--- src/sv/crw_pkg.sv ---
// ----------------------------------------------------------------------------
// crw_pkg: shared types and constants of the reachability walker
// Request and response payloads, request kinds, controller states and the
// command/status bundles between controller and datapath.
// ----------------------------------------------------------------------------
package crw_pkg;

   localparam int MaxNodesDefault = 64;
   localparam int MaxSuccDefault  = 2;
   localparam int MaxPredDefault  = 4;
   localparam int NodeW           = 7;
   localparam int SlotW           = 2;
   localparam int ProcW           = 6;

   typedef enum logic [2:0] {
      KIND_LOAD_SUCC = 3'd0,
      KIND_LOAD_PRED = 3'd1,
      KIND_SET_PROC  = 3'd2,
      KIND_REACH     = 3'd3,
      KIND_FWD_LIST  = 3'd4,
      KIND_BWD_LIST  = 3'd5,
      KIND_RSVD6     = 3'd6,
      KIND_RSVD7     = 3'd7
   } kind_type;

   typedef struct packed {
      kind_type          kind;
      logic [NodeW-1:0]  node;
      logic [SlotW-1:0]  slot;
      logic [NodeW-1:0]  neighbor;
      logic [ProcW-1:0]  proc_id;
      logic [NodeW-1:0]  target;
   } req_type;

   typedef struct packed {
      logic              reachable;
      logic [NodeW-1:0]  listed_node;
      logic              last;
   } rsp_type;

   typedef enum logic [3:0] {
      ST_IDLE,
      ST_PROC_RD,
      ST_PROC_CHK,
      ST_START,
      ST_SLOT_RD,
      ST_SLOT_CHK,
      ST_POP_RD,
      ST_POP_WAIT,
      ST_EMIT_RD,
      ST_EMIT_OUT,
      ST_SINGLE_OUT,
      ST_CLEAR
   } state_type;

   // controller -> datapath
   typedef struct packed {
      logic capture;     // latch request
      logic clear_step;  // zero one slot of a table row during clear pass
      logic write_tbl;   // perform load/set write
      logic proc_rd;     // read procedure of node
      logic proc_rd2;    // read procedure of target
      logic start_walk;  // cur <= node, clear marks and pointers
      logic slot_rd;     // read slot of cur
      logic slot_chk;    // test slot value, enqueue
      logic pop_rd;      // read queue head
      logic pop_take;    // cur <= queue head
      logic emit_rd;     // read queue entry for output
      logic emit_adv;    // advance output pointer
   } cmd_type;

   // datapath -> controller
   typedef struct packed {
      logic is_load;
      logic is_reach;
      logic is_list;
      logic procs_ok;    // procedure check passed
      logic slot_last;   // current slot is the last one
      logic queue_more;  // head < tail
      logic queue_empty; // tail == 0
      logic emit_last;   // output pointer at last entry
      logic clear_done;
   } sts_type;

endpackage

--- src/sv/crw_ram.sv ---
// ----------------------------------------------------------------------------
// crw_ram: generic single-port-write, single-port-read RAM
// One write and one registered read per cycle.
// ----------------------------------------------------------------------------
module crw_ram #(
   parameter int Width = 8,
   parameter int Depth = 16
) (
   input  logic                     clock,
   input  logic                     wr_en,
   input  logic [$clog2(Depth)-1:0] wr_addr,
   input  logic [Width-1:0]         wr_data,
   input  logic [$clog2(Depth)-1:0] rd_addr,
   output logic [Width-1:0]         rd_data
);

   logic [Width-1:0] mem_ff [Depth];
   logic [Width-1:0] rd_data_ff;

   // write port and registered read
   always_ff @(posedge clock) begin
      if (wr_en) begin
         mem_ff[wr_addr] <= wr_data;
      end
      rd_data_ff <= mem_ff[rd_addr];
   end

   assign rd_data = rd_data_ff;

endmodule

--- src/sv/crw_ctrl.sv ---
// ----------------------------------------------------------------------------
// crw_ctrl: walker controller
// Sequences clear pass, table loads, procedure check, the breadth-first walk
// and the result stream.
// ----------------------------------------------------------------------------
module crw_ctrl (
   input  logic            clock,
   input  logic            reset,
   input  logic            req_valid,
   output logic            req_ready,
   output logic            rsp_valid,
   input  logic            rsp_ready,
   output crw_pkg::cmd_type cmd,
   output logic            rsp_single,
   input  crw_pkg::sts_type sts
);
   import crw_pkg::*;

   state_type state_ff, state_in;

   // state register
   always_ff @(posedge clock) begin
      if (reset) begin
         state_ff <= ST_CLEAR;
      end else begin
         state_ff <= state_in;
      end
   end

   // next state and commands
   always_comb begin
      state_in   = state_ff;
      cmd        = '0;
      req_ready  = 1'b0;
      rsp_valid  = 1'b0;
      rsp_single = 1'b0;
      case (state_ff)
         ST_CLEAR: begin
            cmd.clear_step = 1'b1;
            if (sts.clear_done) begin
               state_in = ST_IDLE;
            end
         end
         ST_IDLE: begin
            req_ready = 1'b1;
            if (req_valid) begin
               cmd.capture = 1'b1;
               state_in = ST_PROC_RD;
            end
         end
         ST_PROC_RD: begin
            cmd.proc_rd = 1'b1;
            if (sts.is_load) begin
               cmd.write_tbl = 1'b1;
               state_in = ST_IDLE;
            end else if (sts.is_reach || sts.is_list) begin
               state_in = ST_PROC_CHK;
            end else begin
               state_in = ST_IDLE;
            end
         end
         ST_PROC_CHK: begin
            cmd.proc_rd2 = 1'b1;
            state_in = ST_START;
         end
         ST_START: begin
            if (sts.procs_ok) begin
               cmd.start_walk = 1'b1;
               state_in = ST_SLOT_RD;
            end else begin
               state_in = ST_SINGLE_OUT;
            end
         end
         ST_SLOT_RD: begin
            cmd.slot_rd = 1'b1;
            state_in = ST_SLOT_CHK;
         end
         ST_SLOT_CHK: begin
            cmd.slot_chk = 1'b1;
            if (!sts.slot_last) begin
               state_in = ST_SLOT_RD;
            end else if (sts.queue_more) begin
               state_in = ST_POP_RD;
            end else if (sts.is_reach || sts.queue_empty) begin
               state_in = ST_SINGLE_OUT;
            end else begin
               state_in = ST_EMIT_RD;
            end
         end
         ST_POP_RD: begin
            cmd.pop_rd = 1'b1;
            state_in = ST_POP_WAIT;
         end
         ST_POP_WAIT: begin
            cmd.pop_take = 1'b1;
            state_in = ST_SLOT_RD;
         end
         ST_EMIT_RD: begin
            cmd.emit_rd = 1'b1;
            state_in = ST_EMIT_OUT;
         end
         ST_EMIT_OUT: begin
            rsp_valid = 1'b1;
            if (rsp_ready) begin
               cmd.emit_adv = 1'b1;
               state_in = sts.emit_last ? ST_IDLE : ST_EMIT_RD;
            end
         end
         ST_SINGLE_OUT: begin
            rsp_valid  = 1'b1;
            rsp_single = 1'b1;
            if (rsp_ready) begin
               state_in = ST_IDLE;
            end
         end
         default: begin
            state_in = ST_IDLE;
         end
      endcase
   end

endmodule

--- src/sv/crw_dpath.sv ---
// ----------------------------------------------------------------------------
// crw_dpath: walker datapath
// Graph tables in RAM, visited marks, walk queue and its pointers.
// ----------------------------------------------------------------------------
module crw_dpath #(
   parameter int MaxNodes = crw_pkg::MaxNodesDefault,
   parameter int MaxSucc  = crw_pkg::MaxSuccDefault,
   parameter int MaxPred  = crw_pkg::MaxPredDefault
) (
   input  logic             clock,
   input  logic             reset,
   input  crw_pkg::req_type req_data,
   input  crw_pkg::cmd_type cmd,
   input  logic             rsp_single,
   output crw_pkg::sts_type sts,
   output crw_pkg::rsp_type rsp_data
);
   import crw_pkg::*;

   localparam int NIdxW    = (MaxNodes > 1) ? $clog2(MaxNodes) : 1;
   localparam int SuccD    = MaxNodes * MaxSucc;
   localparam int PredD    = MaxNodes * MaxPred;
   localparam int SuccAW   = $clog2(SuccD);
   localparam int PredAW   = $clog2(PredD);
   localparam int CntW     = $clog2(MaxNodes + 1);
   localparam int ClrSlots = (MaxPred > MaxSucc) ? MaxPred : MaxSucc;
   localparam int ClrW     = (ClrSlots > 1) ? $clog2(ClrSlots) : 1;

   req_type            req_ff;
   logic [NIdxW-1:0]   clr_ff;
   logic [ClrW-1:0]    clr_slot_ff;
   logic               clr_row_end;
   logic               clr_done_ff;
   logic [NodeW-1:0]   cur_ff;
   logic [SlotW-1:0]   slot_ff;
   logic [MaxNodes-1:0] marks_ff;
   logic [CntW-1:0]    head_ff, tail_ff, emit_ff;
   logic [ProcW-1:0]   proc1_ff;
   logic               procs_ok;
   logic               procs_ok_hold_ff;
   logic [NodeW-1:0]   emit_node;
   logic               last_ff;

   // node checks
   function automatic logic node_ok(input logic [NodeW-1:0] n);
      return (n != '0) && ({25'd0, n} <= MaxNodes);
   endfunction

   logic [NIdxW-1:0] node_idx, target_idx, cur_idx;
   logic [NodeW-1:0] nb_clean;
   logic             is_fwd;
   assign node_idx   = NIdxW'(req_ff.node - 7'd1);
   assign target_idx = NIdxW'(req_ff.target - 7'd1);
   assign cur_idx    = NIdxW'(cur_ff - 7'd1);
   assign nb_clean   = node_ok(req_ff.neighbor) ? req_ff.neighbor : '0;
   assign is_fwd     = (req_ff.kind != KIND_BWD_LIST);

   // successor RAM
   logic              s_we;
   logic [SuccAW-1:0] s_wa, s_ra;
   logic [NodeW-1:0]  s_wd, s_rd;
   always_comb begin
      s_we = 1'b0;
      s_wa = SuccAW'(node_idx * MaxSucc + 32'(req_ff.slot));
      s_wd = nb_clean;
      if (!clr_done_ff) begin
         s_we = (32'(clr_slot_ff) < MaxSucc);
         s_wa = SuccAW'(clr_ff * MaxSucc + 32'(clr_slot_ff));
         s_wd = '0;
      end else if (cmd.write_tbl && req_ff.kind == KIND_LOAD_SUCC
                   && node_ok(req_ff.node) && 32'(req_ff.slot) < MaxSucc) begin
         s_we = 1'b1;
      end
      s_ra = SuccAW'(cur_idx * MaxSucc + 32'(slot_ff));
   end

   crw_ram #(.Width(NodeW), .Depth(SuccD)) u_succ (
      .clock(clock), .wr_en(s_we), .wr_addr(s_wa), .wr_data(s_wd),
      .rd_addr(s_ra), .rd_data(s_rd)
   );

   // predecessor RAM
   logic              p_we;
   logic [PredAW-1:0] p_wa, p_ra;
   logic [NodeW-1:0]  p_wd, p_rd;
   always_comb begin
      p_we = 1'b0;
      p_wa = PredAW'(node_idx * MaxPred + 32'(req_ff.slot));
      p_wd = nb_clean;
      if (!clr_done_ff) begin
         p_we = (32'(clr_slot_ff) < MaxPred);
         p_wa = PredAW'(clr_ff * MaxPred + 32'(clr_slot_ff));
         p_wd = '0;
      end else if (cmd.write_tbl && req_ff.kind == KIND_LOAD_PRED
                   && node_ok(req_ff.node) && 32'(req_ff.slot) < MaxPred) begin
         p_we = 1'b1;
      end
      p_ra = PredAW'(cur_idx * MaxPred + 32'(slot_ff));
   end

   crw_ram #(.Width(NodeW), .Depth(PredD)) u_pred (
      .clock(clock), .wr_en(p_we), .wr_addr(p_wa), .wr_data(p_wd),
      .rd_addr(p_ra), .rd_data(p_rd)
   );

   // procedure RAM
   logic              r_we;
   logic [NIdxW-1:0]  r_wa, r_ra;
   logic [ProcW-1:0]  r_wd, r_rd;
   always_comb begin
      r_we = 1'b0;
      r_wa = node_idx;
      r_wd = req_ff.proc_id;
      if (!clr_done_ff) begin
         r_we = 1'b1;
         r_wa = clr_ff;
         r_wd = '0;
      end else if (cmd.write_tbl && req_ff.kind == KIND_SET_PROC
                   && node_ok(req_ff.node)) begin
         r_we = 1'b1;
      end
      r_ra = cmd.proc_rd2 ? target_idx : node_idx;
   end

   crw_ram #(.Width(ProcW), .Depth(MaxNodes)) u_proc (
      .clock(clock), .wr_en(r_we), .wr_addr(r_wa), .wr_data(r_wd),
      .rd_addr(r_ra), .rd_data(r_rd)
   );

   // walk queue; hold the output address outside pops so a stalled
   // response keeps its payload
   logic             q_we;
   logic [NIdxW-1:0] q_wa, q_ra;
   logic [NodeW-1:0] q_rd, nb_rd;
   logic             nb_new;
   assign nb_rd  = is_fwd ? s_rd : p_rd;
   assign nb_new = node_ok(nb_rd) && !marks_ff[NIdxW'(nb_rd - 7'd1)]
                   && ({25'd0, tail_ff} < MaxNodes);
   assign q_we   = cmd.slot_chk && nb_new;
   assign q_wa   = NIdxW'(tail_ff);
   assign q_ra   = cmd.pop_rd ? NIdxW'(head_ff) : NIdxW'(emit_ff);

   crw_ram #(.Width(NodeW), .Depth(MaxNodes)) u_queue (
      .clock(clock), .wr_en(q_we), .wr_addr(q_wa), .wr_data(nb_rd),
      .rd_addr(q_ra), .rd_data(q_rd)
   );

   // clear pass over all rows, one slot per cycle
   assign clr_row_end = (32'(clr_slot_ff) == ClrSlots - 1) || (ClrSlots == 1);

   // clear, request, walk and output registers
   always_ff @(posedge clock) begin
      if (reset) begin
         clr_ff      <= '0;
         clr_slot_ff <= '0;
         clr_done_ff <= 1'b0;
      end else if (!clr_done_ff && cmd.clear_step) begin
         if (clr_row_end) begin
            clr_slot_ff <= '0;
            if (32'(clr_ff) == MaxNodes - 1) begin
               clr_done_ff <= 1'b1;
            end else begin
               clr_ff <= clr_ff + 1'b1;
            end
         end else begin
            clr_slot_ff <= clr_slot_ff + 1'b1;
         end
      end

      if (cmd.capture) begin
         req_ff <= req_data;
      end
      if (cmd.proc_rd2) begin
         proc1_ff <= r_rd;
      end
      if (cmd.start_walk) begin
         cur_ff   <= req_ff.node;
         slot_ff  <= '0;
         marks_ff <= '0;
         head_ff  <= '0;
         tail_ff  <= '0;
         emit_ff  <= '0;
      end
      if (cmd.slot_chk) begin
         slot_ff <= slot_ff + 1'b1;
         if (nb_new) begin
            marks_ff[NIdxW'(nb_rd - 7'd1)] <= 1'b1;
            tail_ff <= tail_ff + 1'b1;
         end
      end
      if (cmd.pop_rd) begin
         head_ff <= head_ff + 1'b1;
      end
      if (cmd.pop_take) begin
         cur_ff  <= q_rd;
         slot_ff <= '0;
      end
      if (cmd.emit_rd) begin
         last_ff <= (emit_ff == tail_ff - 1'b1);
      end
      if (cmd.emit_adv) begin
         emit_ff <= emit_ff + 1'b1;
      end
   end

   // procedure check result, taken in the cycle after the target read
   always_comb begin
      procs_ok = 1'b0;
      if (req_ff.kind == KIND_REACH) begin
         procs_ok = node_ok(req_ff.node) && node_ok(req_ff.target)
                    && proc1_ff != '0 && r_rd == proc1_ff;
      end else begin
         procs_ok = node_ok(req_ff.node) && proc1_ff != '0;
      end
   end
   assign emit_node = q_rd;

   // status
   logic [SlotW-1:0] slot_max;
   assign slot_max = is_fwd ? SlotW'(MaxSucc - 1) : SlotW'(MaxPred - 1);
   always_comb begin
      sts             = '0;
      sts.is_load     = (req_ff.kind == KIND_LOAD_SUCC) || (req_ff.kind == KIND_LOAD_PRED)
                        || (req_ff.kind == KIND_SET_PROC);
      sts.is_reach    = (req_ff.kind == KIND_REACH);
      sts.is_list     = (req_ff.kind == KIND_FWD_LIST) || (req_ff.kind == KIND_BWD_LIST);
      sts.procs_ok    = procs_ok;
      sts.slot_last   = (slot_ff == slot_max);
      sts.queue_more  = (head_ff != tail_ff) || (cmd.slot_chk && nb_new);
      sts.queue_empty = (tail_ff == '0) && !(cmd.slot_chk && nb_new);
      sts.emit_last   = last_ff;
      sts.clear_done  = clr_done_ff;
   end

   // response payload
   always_comb begin
      rsp_data = '0;
      if (rsp_single) begin
         rsp_data.last = 1'b1;
         if (req_ff.kind == KIND_REACH && procs_ok_hold_ff) begin
            rsp_data.reachable = marks_ff[target_idx];
         end
      end else begin
         rsp_data.listed_node = emit_node;
         rsp_data.last        = last_ff;
      end
   end

   // hold the check result across the walk
   always_ff @(posedge clock) begin
      if (cmd.proc_rd2) begin
         procs_ok_hold_ff <= 1'b0;
      end else if (cmd.start_walk) begin
         procs_ok_hold_ff <= 1'b1;
      end
   end

endmodule

--- src/sv/cfg_reachability_walker.sv ---
// ----------------------------------------------------------------------------
// cfg_reachability_walker: control-flow graph reachability engine
// Loads a graph through requests and answers reach and list queries.
// ----------------------------------------------------------------------------
// Usage:
//   Requests arrive on req_valid/req_ready with a req_type payload. Loads
//   (successor, predecessor, procedure) give no response. A reach query
//   gives one response; a list query gives one response per reached node
//   in breadth-first order, last set on the final one, or a single
//   response with node 0 if nothing is reached. A walk reads each slot of
//   each reached node from the graph RAM and each dequeued node from the
//   queue RAM; each listed node is read from the queue RAM before it is
//   output. The single read port of the graph RAM sets the walk's pace.
//   One request is in work at a time. After reset a clearing pass zeros
//   the tables; req_ready stays low until it ends. When the receiver holds
//   rsp_ready low, the response holds and no new request is taken.
// ----------------------------------------------------------------------------
module cfg_reachability_walker #(
   parameter int MaxNodes = crw_pkg::MaxNodesDefault,
   parameter int MaxSucc  = crw_pkg::MaxSuccDefault,
   parameter int MaxPred  = crw_pkg::MaxPredDefault
) (
   input  logic             clock,
   input  logic             reset,
   input  logic             req_valid,
   output logic             req_ready,
   input  crw_pkg::req_type req_data,
   output logic             rsp_valid,
   input  logic             rsp_ready,
   output crw_pkg::rsp_type rsp_data
);
   import crw_pkg::*;

   cmd_type cmd;
   sts_type sts;
   logic    rsp_single;

   crw_ctrl u_ctrl (
      .clock(clock), .reset(reset),
      .req_valid(req_valid), .req_ready(req_ready),
      .rsp_valid(rsp_valid), .rsp_ready(rsp_ready),
      .cmd(cmd), .rsp_single(rsp_single), .sts(sts)
   );

   crw_dpath #(.MaxNodes(MaxNodes), .MaxSucc(MaxSucc), .MaxPred(MaxPred)) u_dpath (
      .clock(clock), .reset(reset), .req_data(req_data),
      .cmd(cmd), .rsp_single(rsp_single), .sts(sts), .rsp_data(rsp_data)
   );

endmodule

--- config.mk ---
export PLATFORM = sky130hd
export DESIGN_NAME = cfg_reachability_walker
export DESIGN_NICKNAME = d
export VERILOG_FILES = /design/src/sv/crw_pkg.sv /design/src/sv/crw_ram.sv /design/src/sv/crw_ctrl.sv /design/src/sv/crw_dpath.sv /design/src/sv/cfg_reachability_walker.sv
export SDC_FILE = /design/constraint.sdc
export NUM_CORES = 2
export LEC_CHECK = 0
export BUFFER_PORTS_ARGS = -buffer_cell sky130_fd_sc_hd__buf_2
export CORE_ASPECT_RATIO = 0.7
export CORE_MARGIN = 3
export CORE_UTILIZATION = 35
export CTS_BUF_LIST = sky130_fd_sc_hd__clkbuf_2
export DETAILED_ROUTE_END_ITERATION = 8
export PLACE_DENSITY = 0.56
export SYNTH_ARGS = -nofsm -noshare
export SYNTH_HDL_FRONTEND = slang
export SYNTH_SLANG_ARGS = --single-unit
--- constraint.sdc ---
create_clock -name clock -period 7.5 [get_ports clock]
set_input_delay 1.5 -clock clock [delete_from_list [all_inputs] [get_ports clock]]
set_output_delay 1.5 -clock clock [all_outputs]
set_load 0.005 [all_outputs]
==> out/metrics.yaml <==
yosys:
  ys_seq_area_share_pct: 75.4
  synth_cell_types: 70
  syn_area_um2: 146000
  ys_ff_latch: 3693
  synth_enable_flop_cells: 3579
  ys.warnings.count: 0
  synth_ff_type: "edfxtp_1"
  synthCells: 6880
  synth_area_leaders: "edfxtp_1 (74%), mux4_2 (17%), dfxtp_1 (1.6%)"
  synth_top_cell_by_area: "edfxtp_1"
  avgSynthCellArea_um2: 21.2
  async_flop_share_pct: 0
  netlist.area_leader.share_pct: 73.8
  synth.net_count: 6931
floorplan:
  die_area_um2: 424000
  ios: 47
  die_w_um: 777
  coreArea_um2: 413000
  start_util_pct: 35.3
  std_cell_rows: 197
  dieHeight_um: 546
setup_path:
  reg2reg_depth: 10
  worstPathArrival_ns: 5.20
  rrSetupSlack_ns: 1.63
  r2r_start: "u_dpath.req_ff[30]"
  critPathKind: "flop to output port"
  crit_required_ns: 6.00
  startpoint: "u_dpath.req_ff[0]"
  reg2reg_to: "u_dpath.u_queue.mem_ff[44][3]"
  start_kind: "flop"
  cp_max_fo: 19
  cp-end-kind: "output port"
grt:
  grt_pass1_vias: 74166
  grt_util_all_layers_pct: 16.8
  grt_overflow_total: 0
  grt_pass1_wl_um: 527000
  antenna_found_initial: 20
  grt_max_degree: 181
final_layout:
  drive_above_1_share_pct: 33.1
  synthToLayoutAreaGrowth_pct: 10.5
  fin_util_pct: 39.0
  final_area_um2: 161000
  nets: 7618
  nFillCells: 37173
worst_hold_path:
  min_path_type: "input port to flop"
  min-delay-start: "req_data[0]"
  min_delay_worst_endpoint: "u_dpath.req_ff[0]"
  hold_depth: 2
clocking:
  cts_setup_buffers: 0
  cts_buffers: 830
  h-tree-depth: 6
  cts_max_path_buffers: 4
  insertion_delay_ns: 1.94
  cts-root-buf: "clkbuf_2"
  cts_tree: "built"
  clk_transition_reported_paths_ns: 0.12
  numClockSinks: 3693
status:
  status: "finished, final reports clean"
placed_design:
  dpl_cell_area_um2: 153000
  port_buffers: 46
  routabilityCongestion: 0.816
  dp_hpwl_um: 210000
timing:
  rsz0062_at_grt: "no"
  worstMarginPinSlew_ns: 1.34
  setup_tns_ns: 0
  finalCritPeriodShare_pct: 89.3
  fin_crit_ns: 6.70
  relSlewSlack_pct: 9.76
  finalHoldViolCount: 0
  setup_viol: 0
  fin_skew_ns: 0.220
  slew_violations: 0
  clock.fmax_mhz: 149
power_and_ir_drop:
  seq_power_share_pct: 57.2
  p_leak_nw: 45.5
  swShare_pct: 27.2
  power.share.clock_pct: 31.6
  p_int_w: 0.0291
  power_w: 0.0401
  p_per_area_nw_per_um2: 249
  comb_power_share_pct: 11.1
  power_switching_w: 0.0109
  ir_drop_mv: 0.146
route:
  vias: 72994
  via_per_inst: 5.34
  avgRoutedWirePerCell_um: 26.6
  drtPass1Iterations: 5
  drc: 0
  ant_nets: 0
  drt-initial-drc-count: 7757
  routed_wl_um: 364000
run:
  max_cap_viol_count: 0
## layout make-up
cell class	count	area [um2]	share of cell area [%]
inverters	34	130	0.0808
flip-flops and latches	3693	110000	68.2
diodes	13	32.5	0.0202
repair buffers	250	2250	1.40
clock inverters	211	1160	0.719
multi-input cells	2758	34500	21.5
clock buffers	1250	6260	3.89
well taps	5472	6850	4.25
## synthesized netlist by cell type (17+ instances only)
cell,count
buf_1,91
edfxtp_1,3579
buf_2,22
nand4_1,23
dfxtp_1,114
mux2_2,39
nand3_1,71
nor3_1,38
mux2i_1,180
nor4_1,54
nor2_1,537
o21ai_0,55
clkbuf_1,276
inv_1,33
nand2_1,316
xnor2_1,23
o31ai_1,52
and2_1,17
xor2_1,42
a21oi_1,24
mux4_2,1094
## per-stage QoR
stage / setup WS, ns / cells / hold WS [ns]
floorplan: 0.282 / 6880 / 0.421
global placement: 1.64 / 12144 / 0.447
detailed placement: 1.62 / 12144 / 0.443
CTS: 0.470 / 13664 / 0.00973
global route: 0.403 / 13671 / 0.151
finish: 0.800 / 13681 / 0.336
## how the worst max path moves through the flow
stage | to | slack [ns] | cells past startpoint
floorplan | u_dpath.u_pred.mem_ff[0][0] | 0.28 | 4
global placement | u_dpath.u_queue.mem_ff[34][2] | 1.64 | 10
detailed placement | u_dpath.u_queue.mem_ff[34][2] | 1.62 | 10
CTS | rsp_data[8] | 0.47 | 11
global route | rsp_data[8] | 0.40 | 11
finish | rsp_data[8] | 0.80 | 11
## flip-flops by register name, summed over array words and instances, names as in the netlist, 7 cells and up
signal,count
u_dpath.u_pred.mem_ff,1792
u_dpath.u_succ.mem_ff,896
u_dpath.u_queue.mem_ff,448
u_dpath.u_proc.mem_ff,384
u_dpath.marks_ff,64
u_dpath.req_ff,32
u_dpath.emit_ff,7
u_dpath.head_ff,7
u_dpath.tail_ff,7
u_dpath.u_pred.rd_data,7
u_dpath.u_queue.rd_data,7
u_dpath.u_succ.rd_data,7
## cell families after synthesis
family          after synthesis  synth area share (%)
xor+xnor                     65                 0.391
simple gates               1133                  3.38
mux                        1314                  18.5
buf+inv                     429                  1.16
flops                      3693                  75.4
compound gates              231                  1.12
fa+ha+maj                    15                 0.129
## layout by cell type (no fill, tap or decap), types with 13 or more instances in the layout
cell,synthesis,routed
inv_2,1,14
nor3_1,38,37
nand2_1,316,307
inv_1,33,30
buf_4,0,113
a21oi_1,24,19
nand3b_1,13,13
clkinv_1,0,160
o31ai_1,52,52
xor2_1,42,39
nor4_2,8,17
mux2i_1,180,172
o21ai_0,55,55
nand4_1,23,23
mux2_2,39,39
buf_12,0,28
nor4_1,54,45
xnor2_1,23,19
nand3_1,71,71
clkinv_2,0,14
dlygate4sd3_1,0,59
edfxtp_1,3579,3579
dfxtp_1,114,111
diode_2,0,13
nor2b_1,15,15
mux4_2,1094,1094
nor2_1,537,537
clkbuf_2,0,1254
buf_2,22,46
## layer usage
metal / GRT usage [%] / wire length (um) / vias up
met4: 4.26 / 7310 / 6
met2: 24.7 / 163000 / 3235
met3: 4.10 / 30500 / 562
met1: 25.0 / 163000 / 38668
met5: 0 / 39 / -
li1: - / - / 30523
## power by group through the flow
stage	combinational, W	clock (W)	sequential [W]
5_1_grt	0.00476	0.0142	0.0229
3_3_place_gp	0.00447	0	0.0234
2_1_floorplan	0.00287	0	0.0232
3_5_place_dp	0.00449	0	0.0234
4_1_cts	0.00453	0.0131	0.0229
6_report	0.00446	0.0127	0.0229
## worst max-delay path, cell delays in order (launching register included)
cell,delay (ns)
edfxtp_1,0.34
buf_4,0.38
inv_1,0.11
ha_1,0.30
buf_4,0.29
mux4_2,0.35
mux2_2,0.27
nand2_1,0.07
o21ai_0,0.21
mux4_2,0.55
and4_1,0.25
buf_2,0.14
## what timing repair did
| action | CTS | global route |
|---|---|---|
| resized for setup | 0 | 0 |
| endpoints found under the hold margin | 66 | 0 |
| hold buffers | 59 | 0 |
No activity file was read; power rests on OpenSTA's default activity.
